[config.mk]
export PLATFORM = sky130hd
export DESIGN_NAME = heightmap_grid_mesher
export DESIGN_NICKNAME = d
export VERILOG_FILES = /design/src/design/hgm_pkg.sv /design/src/design/hgm_front.sv /design/src/design/hgm_queue.sv /design/src/design/hgm_back.sv /design/src/design/heightmap_grid_mesher.sv
export SDC_FILE = /design/constraint.sdc
export NUM_CORES = 2
export LEC_CHECK = 0
export BUFFER_PORTS_ARGS = -buffer_cell sky130_fd_sc_hd__buf_2
export CORE_MARGIN = 2
export CORE_UTILIZATION = 45
export DETAILED_ROUTE_END_ITERATION = 10
export SETUP_SLACK_MARGIN = 0.1
export SLEW_MARGIN = 20
export SYNTH_ARGS = -nofsm -noshare
export SYNTH_HDL_FRONTEND = slang
export SYNTH_HIERARCHICAL = 1
export SYNTH_SLANG_ARGS = --single-unit
[constraint.sdc]
create_clock -name clk -period 24.1 [get_ports clk]
set_input_delay 1.205 -clock clk [delete_from_list [all_inputs] [get_ports clk]]
set_output_delay 1.205 -clock clk [all_outputs]
set_load 0.05 [all_outputs]
[src/design/hgm_pkg.sv]
package hgm_pkg;

  // Result kinds
  localparam logic [1:0] KIND_VERTEX = 2'd0;
  localparam logic [1:0] KIND_INDEX  = 2'd1;
  localparam logic [1:0] KIND_MIN    = 2'd2;
  localparam logic [1:0] KIND_MAX    = 2'd3;

  // Configuration register indexes
  localparam logic [1:0] REG_GRID_WIDTH  = 2'd0;
  localparam logic [1:0] REG_GRID_HEIGHT = 2'd1;
  localparam logic [1:0] REG_CELL_SIZE   = 2'd2;

  // Configuration reset values
  localparam logic [12:0] GRID_WIDTH_RST  = 13'd2;
  localparam logic [12:0] GRID_HEIGHT_RST = 13'd2;
  localparam logic [15:0] CELL_SIZE_RST   = 16'd256;

  // Bounds reset values
  localparam logic [27:0]        COORD_MAX = 28'hFFFFFFF;
  localparam logic signed [23:0] ELEV_MAX  = 24'sh7FFFFF;
  localparam logic signed [23:0] ELEV_MIN  = 24'sh800000;

  // Depth of the queue between front and back
  localparam int QDEPTH = 2;

  typedef struct packed {
    logic [27:0]        x;
    logic signed [23:0] y;
    logic [27:0]        z;
  } hgm_point_t;

  // One classified sample, as handed from front to back
  typedef struct packed {
    hgm_point_t  vtx;
    logic [23:0] vnum;
    logic [23:0] v0;
    logic        closes;
    logic        fin;
    hgm_point_t  lo;
    hgm_point_t  hi;
  } hgm_entry_t;

endpackage

[src/design/hgm_front.sv]
module hgm_front import hgm_pkg::*; #(
  parameter int MAX_DIM = 4096
) (
  input  logic               clk,
  input  logic               rst,
  input  logic               cfg_write,
  input  logic [1:0]         cfg_index,
  input  logic [15:0]        cfg_data,
  input  logic               in_valid,
  output logic               in_stall,
  input  logic signed [23:0] elevation,
  input  logic               q_full,
  output logic               push,
  output hgm_entry_t         entry
);

  localparam int CW   = $clog2(MAX_DIM);
  localparam int DW   = $clog2(MAX_DIM + 1);
  localparam int AW   = CW + 16;
  localparam int EW   = (AW > 28) ? AW : 28;
  localparam int CMPW = (DW > 13) ? DW : 13;
  localparam logic [EW-1:0] SAT = EW'(COORD_MAX);

  logic [12:0]   grid_width;
  logic [12:0]   grid_height;
  logic [15:0]   cell_size;
  logic [CW-1:0] column_count;
  logic [CW-1:0] row_count;
  logic [AW-1:0] x_acc;
  logic [AW-1:0] z_acc;
  logic [23:0]   vertex_count;
  hgm_point_t    low;
  hgm_point_t    high;

  logic          accept;
  logic          cfg_hit;
  logic          restart;
  logic [DW-1:0] w;
  logic [DW-1:0] h;
  logic          col_last;
  logic          row_last;
  logic [EW-1:0] x_ext;
  logic [EW-1:0] z_ext;
  hgm_point_t    vtx;
  hgm_point_t    low_next;
  hgm_point_t    high_next;

  assign in_stall = q_full;
  assign accept   = in_valid && !q_full;
  assign push     = accept;

  // Clamp grid dimensions to the supported range
  always_comb begin
    if (grid_width < 13'd2) begin
      w = DW'(2);
    end else if (CMPW'(grid_width) > CMPW'(MAX_DIM)) begin
      w = DW'(MAX_DIM);
    end else begin
      w = DW'(grid_width);
    end
    if (grid_height < 13'd2) begin
      h = DW'(2);
    end else if (CMPW'(grid_height) > CMPW'(MAX_DIM)) begin
      h = DW'(MAX_DIM);
    end else begin
      h = DW'(grid_height);
    end
  end

  assign col_last = (DW'(column_count) == w - DW'(1));
  assign row_last = (DW'(row_count) == h - DW'(1));

  // Saturate the running position sums
  assign x_ext = EW'(x_acc);
  assign z_ext = EW'(z_acc);
  always_comb begin
    vtx.x = (x_ext > SAT) ? COORD_MAX : x_ext[27:0];
    vtx.y = elevation;
    vtx.z = (z_ext > SAT) ? COORD_MAX : z_ext[27:0];
  end

  // Fold the new vertex into the bounding box
  always_comb begin
    low_next.x  = (vtx.x < low.x) ? vtx.x : low.x;
    low_next.z  = (vtx.z < low.z) ? vtx.z : low.z;
    low_next.y  = ($signed(vtx.y) < $signed(low.y)) ? vtx.y : low.y;
    high_next.x = (vtx.x > high.x) ? vtx.x : high.x;
    high_next.z = (vtx.z > high.z) ? vtx.z : high.z;
    high_next.y = ($signed(vtx.y) > $signed(high.y)) ? vtx.y : high.y;
  end

  // Classify the transaction for the back end
  always_comb begin
    entry.vtx    = vtx;
    entry.vnum   = vertex_count;
    entry.v0     = vertex_count - 24'(w) - 24'd1;
    entry.closes = (row_count != '0) && (column_count != '0);
    entry.fin    = col_last && row_last;
    entry.lo     = low_next;
    entry.hi     = high_next;
  end

  assign cfg_hit = cfg_write && (cfg_index == REG_GRID_WIDTH ||
                                 cfg_index == REG_GRID_HEIGHT ||
                                 cfg_index == REG_CELL_SIZE);
  assign restart = cfg_hit || (accept && col_last && row_last);

  // Hold configuration registers
  always_ff @(posedge clk) begin
    if (rst) begin
      grid_width  <= GRID_WIDTH_RST;
      grid_height <= GRID_HEIGHT_RST;
      cell_size   <= CELL_SIZE_RST;
    end else if (cfg_write) begin
      case (cfg_index)
        REG_GRID_WIDTH:  grid_width  <= cfg_data[12:0];
        REG_GRID_HEIGHT: grid_height <= cfg_data[12:0];
        REG_CELL_SIZE:   cell_size   <= cfg_data;
        default: ;
      endcase
    end
  end

  // Advance grid position and bounds
  always_ff @(posedge clk) begin
    if (rst || restart) begin
      column_count <= '0;
      row_count    <= '0;
      x_acc        <= '0;
      z_acc        <= '0;
      vertex_count <= '0;
      low.x        <= COORD_MAX;
      low.y        <= ELEV_MAX;
      low.z        <= COORD_MAX;
      high.x       <= '0;
      high.y       <= ELEV_MIN;
      high.z       <= '0;
    end else if (accept) begin
      vertex_count <= vertex_count + 24'd1;
      low          <= low_next;
      high         <= high_next;
      if (col_last) begin
        column_count <= '0;
        x_acc        <= '0;
        row_count    <= row_count + CW'(1);
        z_acc        <= z_acc + AW'(cell_size);
      end else begin
        column_count <= column_count + CW'(1);
        x_acc        <= x_acc + AW'(cell_size);
      end
    end
  end

endmodule

[src/design/hgm_queue.sv]
module hgm_queue import hgm_pkg::*; (
  input  logic       clk,
  input  logic       rst,
  input  logic       push,
  input  hgm_entry_t din,
  output logic       full,
  input  logic       pop,
  output logic       valid,
  output hgm_entry_t dout
);

  localparam int PW = (QDEPTH > 1) ? $clog2(QDEPTH) : 1;
  localparam int NW = $clog2(QDEPTH + 1);

  hgm_entry_t    slots [QDEPTH];
  logic [PW-1:0] wr_ptr;
  logic [PW-1:0] rd_ptr;
  logic [NW-1:0] count;

  assign full  = (count == NW'(QDEPTH));
  assign valid = (count != '0);
  assign dout  = slots[rd_ptr];

  // Store entries
  always_ff @(posedge clk) begin
    if (push) begin
      slots[wr_ptr] <= din;
    end
  end

  // Advance pointers and fill count
  always_ff @(posedge clk) begin
    if (rst) begin
      wr_ptr <= '0;
      rd_ptr <= '0;
      count  <= '0;
    end else begin
      if (push) begin
        wr_ptr <= (wr_ptr == PW'(QDEPTH - 1)) ? '0 : wr_ptr + PW'(1);
      end
      if (pop) begin
        rd_ptr <= (rd_ptr == PW'(QDEPTH - 1)) ? '0 : rd_ptr + PW'(1);
      end
      case ({push, pop})
        2'b10:   count <= count + NW'(1);
        2'b01:   count <= count - NW'(1);
        default: count <= count;
      endcase
    end
  end

endmodule

[src/design/hgm_back.sv]
module hgm_back import hgm_pkg::*; (
  input  logic               clk,
  input  logic               rst,
  input  logic               q_valid,
  input  hgm_entry_t         head,
  output logic               pop,
  output logic               out_valid,
  input  logic               out_stall,
  output logic [1:0]         kind,
  output logic [27:0]        coord_x,
  output logic signed [23:0] coord_y,
  output logic [27:0]        coord_z,
  output logic [23:0]        vertex_ref,
  output logic               last
);

  typedef enum logic [3:0] {
    S_VTX, S_IDX0, S_IDX1, S_IDX2, S_IDX3, S_IDX4, S_IDX5, S_MIN, S_MAX
  } step_t;

  step_t              step;
  step_t              step_next;
  logic               can_load;
  logic               done;
  logic [1:0]         kind_next;
  hgm_point_t         pt_next;
  logic [23:0]        ref_next;
  logic [23:0]        v1;
  logic [23:0]        v2;

  assign can_load = !out_valid || !out_stall;
  assign pop      = can_load && q_valid && done;
  assign v1       = head.v0 + 24'd1;
  assign v2       = head.vnum - 24'd1;

  // Select the next result of the current entry
  always_comb begin
    kind_next = KIND_INDEX;
    pt_next   = '0;
    ref_next  = '0;
    step_next = S_VTX;
    done      = 1'b0;
    case (step)
      S_VTX: begin
        kind_next = KIND_VERTEX;
        pt_next   = head.vtx;
        ref_next  = head.vnum;
        if (head.closes) begin
          step_next = S_IDX0;
        end else if (head.fin) begin
          step_next = S_MIN;
        end else begin
          done = 1'b1;
        end
      end
      S_IDX0: begin
        ref_next  = head.v0;
        step_next = S_IDX1;
      end
      S_IDX1: begin
        ref_next  = v2;
        step_next = S_IDX2;
      end
      S_IDX2: begin
        ref_next  = v1;
        step_next = S_IDX3;
      end
      S_IDX3: begin
        ref_next  = v1;
        step_next = S_IDX4;
      end
      S_IDX4: begin
        ref_next  = v2;
        step_next = S_IDX5;
      end
      S_IDX5: begin
        ref_next = head.vnum;
        if (head.fin) begin
          step_next = S_MIN;
        end else begin
          done = 1'b1;
        end
      end
      S_MIN: begin
        kind_next = KIND_MIN;
        pt_next   = head.lo;
        step_next = S_MAX;
      end
      S_MAX: begin
        kind_next = KIND_MAX;
        pt_next   = head.hi;
        done      = 1'b1;
      end
      default: begin
        step_next = S_VTX;
      end
    endcase
  end

  // Hold step and output register
  always_ff @(posedge clk) begin
    if (rst) begin
      step      <= S_VTX;
      out_valid <= 1'b0;
    end else if (can_load) begin
      out_valid <= q_valid;
      if (q_valid) begin
        step       <= step_next;
        kind       <= kind_next;
        coord_x    <= pt_next.x;
        coord_y    <= pt_next.y;
        coord_z    <= pt_next.z;
        vertex_ref <= ref_next;
        last       <= (step == S_MAX);
      end
    end
  end

endmodule

[src/design/heightmap_grid_mesher.sv]
// Channel  Handshake              Payload
// cfg      cfg_write              cfg_index, cfg_data
// in       in_valid / in_stall    elevation
// out      out_valid / out_stall  kind, coord_x, coord_y, coord_z, vertex_ref, last
//
// The output register issues one result per cycle while out_stall is low. A sample
// gives a vertex, six indices if it closes a cell, both bounds if it ends a grid.
// Samples enter in back-to-back cycles while the two-entry queue has room.
// Reset is synchronous; all control state clears at once, no clearing pass.
// in_stall rises only when the queue is full; out_stall holds the result steady.
module heightmap_grid_mesher import hgm_pkg::*; #(
  parameter int MAX_DIM = 4096
) (
  input  logic               clk,
  input  logic               rst,
  input  logic               cfg_write,
  input  logic [1:0]         cfg_index,
  input  logic [15:0]        cfg_data,
  input  logic               in_valid,
  output logic               in_stall,
  input  logic signed [23:0] elevation,
  output logic               out_valid,
  input  logic               out_stall,
  output logic [1:0]         kind,
  output logic [27:0]        coord_x,
  output logic signed [23:0] coord_y,
  output logic [27:0]        coord_z,
  output logic [23:0]        vertex_ref,
  output logic               last
);

  logic       q_full;
  logic       q_push;
  logic       q_pop;
  logic       q_valid;
  hgm_entry_t q_din;
  hgm_entry_t q_head;

  // Accept and classify samples
  hgm_front #(
    .MAX_DIM(MAX_DIM)
  ) u_front (
    .clk       (clk),
    .rst       (rst),
    .cfg_write (cfg_write),
    .cfg_index (cfg_index),
    .cfg_data  (cfg_data),
    .in_valid  (in_valid),
    .in_stall  (in_stall),
    .elevation (elevation),
    .q_full    (q_full),
    .push      (q_push),
    .entry     (q_din)
  );

  // Decouple front and back
  hgm_queue u_queue (
    .clk   (clk),
    .rst   (rst),
    .push  (q_push),
    .din   (q_din),
    .full  (q_full),
    .pop   (q_pop),
    .valid (q_valid),
    .dout  (q_head)
  );

  // Emit vertex, index and bounds results
  hgm_back u_back (
    .clk        (clk),
    .rst        (rst),
    .q_valid    (q_valid),
    .head       (q_head),
    .pop        (q_pop),
    .out_valid  (out_valid),
    .out_stall  (out_stall),
    .kind       (kind),
    .coord_x    (coord_x),
    .coord_y    (coord_y),
    .coord_z    (coord_z),
    .vertex_ref (vertex_ref),
    .last       (last)
  );

`ifndef SYNTHESIS
  a_last_on_max: assert property (@(posedge clk) disable iff (rst)
    out_valid && last |-> kind == KIND_MAX)
    else $error("last flag on a result that is not the bounds maximum");

  a_max_follows_min: assert property (@(posedge clk) disable iff (rst)
    out_valid && !out_stall && kind == KIND_MIN |=> out_valid && kind == KIND_MAX)
    else $error("bounds minimum not followed by bounds maximum");

  a_index_zero_coords: assert property (@(posedge clk) disable iff (rst)
    out_valid && kind == KIND_INDEX |->
      coord_x == '0 && coord_y == '0 && coord_z == '0 && !last)
    else $error("index transaction carries coordinates");
`endif

endmodule

[Word level (Yosys, flattened, before mapping)]
Memories as Yosys holds them, arrays and structs flattened. A register that Yosys moved wholly into a read port is not among the register bits.
Cells that the tools add are included.
Cells by class
  add/sub/neg operators: 15
  $lt $le $gt $ge: 12
  equality and inequality tests: 15
  mux-type cells: 30
  bitwise gates (word level): 1
  reductions and logical operators: 31
Operator list (count)
  $pmux 80 s3: 1
  $mux 28: 7
  $pmux 24 s4: 1
  $add 28x16->28: 2
  $gt 28x28->1: 2
  $gt 28x28->1 const B: 2
  $lt 28x28->1: 2
  $mux 13: 4
  $add 24x1->24 const B: 2
  $mux 24: 2
  $sub 24x1->24 const B: 2
  $pmux 4 s8: 1
  $eq 12x13->1: 2
  $gt 13x13->1 const B: 2
  $lt 13x2->1 const B: 2
  $sub 13x1->13 const B: 2
  $add 12x1->12 const B: 2
  $gt 24x24->1: 1
  $lt 24x24->1: 1
  $reduce_bool 12->1: 2
  $sub 24x13->24: 1
  $eq 4x3->1 const B: 4
  $mux 12: 1
  $reduce_and 2->1: 5
  23 further kinds: 51
Storage, ports and cells
  register bits: 422
  bits in writable memories: 580
  bits of input ports: 47
  word-level logic and storage cells: 130
  memories: 1
Memory list
  u_queue.slots: words 2, bits a word 290, rd ports 1, clocked after Yosys merged registers in 1, write ports 1, line hgm_queue.sv:15  | hgm_entry_t slots [QDEPTH];

[Depth between registers and ports, before layout]
  depth after elaboration: 9
  depth in mapped cells: 17
  depth with buffers taken out: 13

[Cells and area by module]
The synthesis kept the hierarchy.
By module, submodules not included
  hgm_front: times used 1, cells an instance 2762, area each 21808.4 µm², sequential area each 6125.9 µm²
  hgm_queue: times used 1, cells an instance 924, area each 21494.4 µm², sequential area each 17516.8 µm²
  hgm_back: times used 1, cells an instance 588, area each 6287.3 µm², sequential area each 3313.2 µm²

[Worst setup path before layout]
No wires, ideal clock.
  kind: input-to-reg
  start: input in_valid
  end: memory u_queue/slots[0][0] (netlist name) (enable)
  setup time: 0.947 ns
  data arrival time: 14.396 ns
  required time: 23.153 ns
  slack: 8.757 ns
  cell stages on the path: 7
  buffers on the path: 3
  cells stage by stage: nand2b_1 -> inv_1 -> clkbuf_1 -> clkbuf_1 -> clkbuf_1 -> inv_1 -> nor2_1
Between the ends
  cells in the longest elaborated chain, start to end: 3
Ends and longest elaborated chain
  from (decl): line heightmap_grid_mesher.sv:19  | input logic in_valid,
  $logic_and 1x1->1: line hgm_front.sv:49  | assign accept = in_valid && !q_full;
  named net q_push: line heightmap_grid_mesher.sv:33  | logic q_push;
  $mux 1: line hgm_queue.sv:26  | if (push) begin
  $mux 1 (not written as such): line hgm_queue.sv:27  | slots[wr_ptr] <= din;
  to (decl): line hgm_queue.sv:15
The timed path passes the listed nets, and every way through them passes these cells.

[Worst setup path in the final report]
  start: register u_front.grid_width[9]
  end: register u_front/low[37] (netlist name)
Between the ends
  cells in the longest elaborated chain, start to end: 9
Ends and longest elaborated chain
  from (decl): line hgm_front.sv:24  | logic [12:0] grid_width;
  from (signal assigned): line hgm_front.sv:116  | REG_GRID_WIDTH: grid_width <= cfg_data[12:0];
  $gt 13x13->1: line hgm_front.sv:56  | end else if (CMPW'(grid_width) > CMPW'(MAX_DIM)) begin
  $mux 13: line hgm_front.sv:56
  $mux 13 (*): line hgm_front.sv:54  | if (grid_width < 13'd2) begin
  $sub 13x1->13 (*): line hgm_front.sv:70  | assign col_last = (DW'(column_count) == w - DW'(1));
  $eq 12x13->1 (*): line hgm_front.sv:70
  $logic_and 1x1->1 (*) (2 in series): line hgm_front.sv:106  | assign restart = cfg_hit || (accept && col_last && row_last);
  $logic_or 1x1->1 (*): line hgm_front.sv:106
  $logic_or 1x1->1 (*): line hgm_front.sv:126  | if (rst || restart) begin
  to (signal assigned): line hgm_front.sv:140  | low <= low_next;
  to (decl): line hgm_front.sv:32  | hgm_point_t low;
Every way passes the cells marked *; elsewhere a longest branch is shown, timed or not.
A chain may end at the register's enable or synchronous reset.

==> out/metrics.yaml <==
run_status:
  status: "completed"
floorplan:
  rows: 121
  die_x_um: 336.0
  dieArea_um2: 112900
  pin_count: 156
  start_util: 0.4543
  core_area_um2: 109200
  die-height_um: 336.0
power_and_ir_drop:
  clkPwrFrac: 0.308
  ir_drop_v: 0.00008275
  switchingPower_uw: 1745
  power.density_nw_per_um2: 98.42
  swShare: 0.3234
  leakagePower_uw: 0.02112
  combPwrFrac: 0.275
  internal-power_uw: 3650
  power_frac_seq: 0.417
grt:
  overflow: 0
  grt_first_pass_wirelength_um: 186200
  grt.total_usage: 0.2083
  grt_max_degree: 140
  antenna_found_initial: 3
  grt_pass1_vias: 32083
worst_setup_path:
  crit_family: "simple AND/OR/NAND/NOR gates"
  critPathMaxStageDelay_ps: 850
  end_kind: "flip-flop"
  arrival_ps: 7220
  cp_slowest_cell: "buf_4"
  path_class: "flip-flop to flip-flop"
  path_max_fanout: 77
  path_cells: "nor3_1 -> nand2_1 -> nor3_1 -> o21ai_0 -> ha_1 -> xnor2_1 -> a21oi_1 -> a2111oi_0 -> nand3_1 -> nor4_4 -> nand3_1 -> o21ai_4 -> buf_4 -> buf_4 -> a311o_1"
  cp_num_buf_inv: 2
  cp.required_ps: 24740
  critPathLaunchType: "flip-flop"
detailed_routing:
  wl_um: 118800
  drt_first_pass_iters: 6
  route.detailed.wl_per_inst_um: 20.37
  num_vias: 33141
  drc: 0
  drtIter0Drc: 3098
  routed_via_density: 5.685
  antenna_left: 0
place:
  routabilityCongestion: 0.9070
  io_buffer_count: 155
  hpwl_um: 76260
  dp.cells: 5624
  dp_slack_ps: 17580
timing:
  setup_slack_ps: 17520
  finalSetupTns_ps: 0
  slew_viol_final: 0
  slew-limit-headroom: 0.1902
  setup_viol: 0
  finalCritPeriodShare: 0.2731
  hold_viol_final: 0
  tightest_slew_ps: 1215
  min_period_ps: 6583
  fmax_mhz: 151.9
  finClkSkew_ps: 44.71
  grt_setup_unrepaired: "no"
yosys:
  yosysTopAreaCell: "edfxtp_1"
  async_flop_share: 0
  synth-seq-cells: 1003
  yosys_warnings: 6
  synth_area_per_cell_um2: 11.60
  yosysTopAreaCellShare: 0.4160
  yosysSeqAreaShare: 0.5436
  syn-num-nets: 4536
  synth_cells: 4274
  synthFlopType: "edfxtp_1"
  synth-edff-count: 687
  yosysUniqueCellTypes: 94
  synth_area_leaders: "edfxtp_1 (42%), dfxtp_1 (13%), mux2_2 (6.8%), ha_1 (5.3%), mux2_4 (3.0%)"
  synth_area_um2: 49590
clock_network:
  postCtsSetupBuffers: 0
  clock_path_buffers: 3
  clk_pin_slew_ps: 60
  clock-sinks: 1003
  cts_tree: "yes"
  htreeDepth: 3
  clock_latency_ps: 700
  numCtsBuffers: 107
  holdBufCountCts: 0
  cts-root-buf: "clkbuf_16"
  cts-resized-gates: 0
layout:
  nFillCells: 9559
  nets: 4519
  instances_no_fill: 5830
  final_cell_mix: "edfxtp_1 (687), dfxtp_1 (315), mux2_2 (299), inv_1 (283), nand2_1 (243)"
  drive_gt1_frac: 0.1933
  synthToLayoutAreaGrowth_pct: 10.53
  finish.utilization: 0.5022
  mostFrequentLayoutCell: "edfxtp_1"
flow_run:
  drv_cap: 0
hold_path:
  min_path_type: "flip-flop to flip-flop"
[cell families after synthesis]
kind of cell    after synthesis  synth area share
buf+inv                     626           0.05339
simple gates                967           0.09822
fa+ha+maj                   215           0.05470
flops                      1003            0.5436
mux                         471            0.1127
compound gates              869            0.1157
xor+xnor                    123           0.02172
[cell type report]
class	instances	area (µm²)	share of cell area
Timing Repair Buffer	215	1239	0.02260
Tap cell	1476	1847	0.03369
Clock inverter	49	513.0	0.009359
Clock buffer	154	3068	0.05597
Multi-Input combinational cell	2645	20110	0.3668
Inverter	285	1072	0.01956
Sequential cell	1003	26960	0.4918
Antenna cell	3	7.507	0.0001370
[power by group through the flow]
stage / Combinational, µW / Clock (µW) / Sequential (µW)
after floorplan: 939 / 0 / 2520
after global placement: 1480 / 0 / 2280
after detailed placement: 1480 / 0 / 2290
after CTS: 1490 / 1700 / 2260
after global routing: 1600 / 1770 / 2280
final: 1480 / 1660 / 2250
[worst paths after layout]
| path | from | to | slack [ps] | cells after the start |
|---|---|---|---|---|
| max | u_front/grid_width[9] | u_front/low[37] | 17520 | 15 |
| min | u_front/high[16] | u_front/high[16] | 480 | 2 |
| max reg2reg | u_front/grid_width[9] | u_front/low[37] | 17520 | 15 |
| min reg2reg | u_front/high[16] | u_front/high[16] | 480 | 2 |
[stage by stage]
step | area (µm²) | power, µW | hold WS (ps)
global route | 54810 | 5655 | 498.6
CTS | 54790 | 5450 | 478.0
detailed placement | 51210 | 3774 | 469.6
floorplan | 49590 | 3462 | 420.2
global placement | 51210 | 3759 | 461.3
finish | 54810 | 5395 | 478.1
[tightest hold or removal path: stages (launching register included)]
cell and delay (ps):
dfxtp_1 310, o21ai_0 60, a21oi_1 60
[sequential cells by signal (all words and copies together) (netlist names), 2 cells and up, named ones only]
signal and count:
u_front/high 80, u_front/x_acc 28, u_queue/count 2, u_back/kind 2, u_back/coord_x 28, u_back/coord_z 28
u_front/row_count 12, u_front/grid_height 13, u_queue/slots 580, u_front/low 80, u_back/coord_y 24, u_back/step 4
u_front/grid_width 13, u_front/vertex_count 24, u_back/vertex_ref 24, u_front/column_count 12, u_front/z_acc 28, u_front/cell_size 16
[synth_stat cells, drive strengths merged (8+ instances only)]
library cell  count
edfxtp          687
mux2            399
dfxtp           316
inv             284
o21ai           244
nand2           243
clkbuf          237
a21oi           227
nor2            220
ha              212
nand3           125
buf             104
a222oi           81
mux2i            72
xnor2            71
nand4            69
nor3             62
nor4             56
xor2             52
a21o             46
a31oi            39
or3              36
o2111ai          28
a311o            24
o211ai           24
and3             23
nand2b           22
o21a             21
a211oi           19
nor2b            16
o31ai            15
or2              15
or4              15
o311ai           11
and2             10
and4             10
nand3b            9
o21bai            9
a22oi             8
nor3b             8
o221ai            8
[layer usage]
layer	wire, µm	vias up	global-route usage
met5	0	-	0
met4	2866	0	0.06268
met3	5956	166	0.02953
met2	54770	859	0.3334
met1	55170	16245	0.2934
li1	-	15871	-
Note: power is estimated with default switching activity, not from simulation.
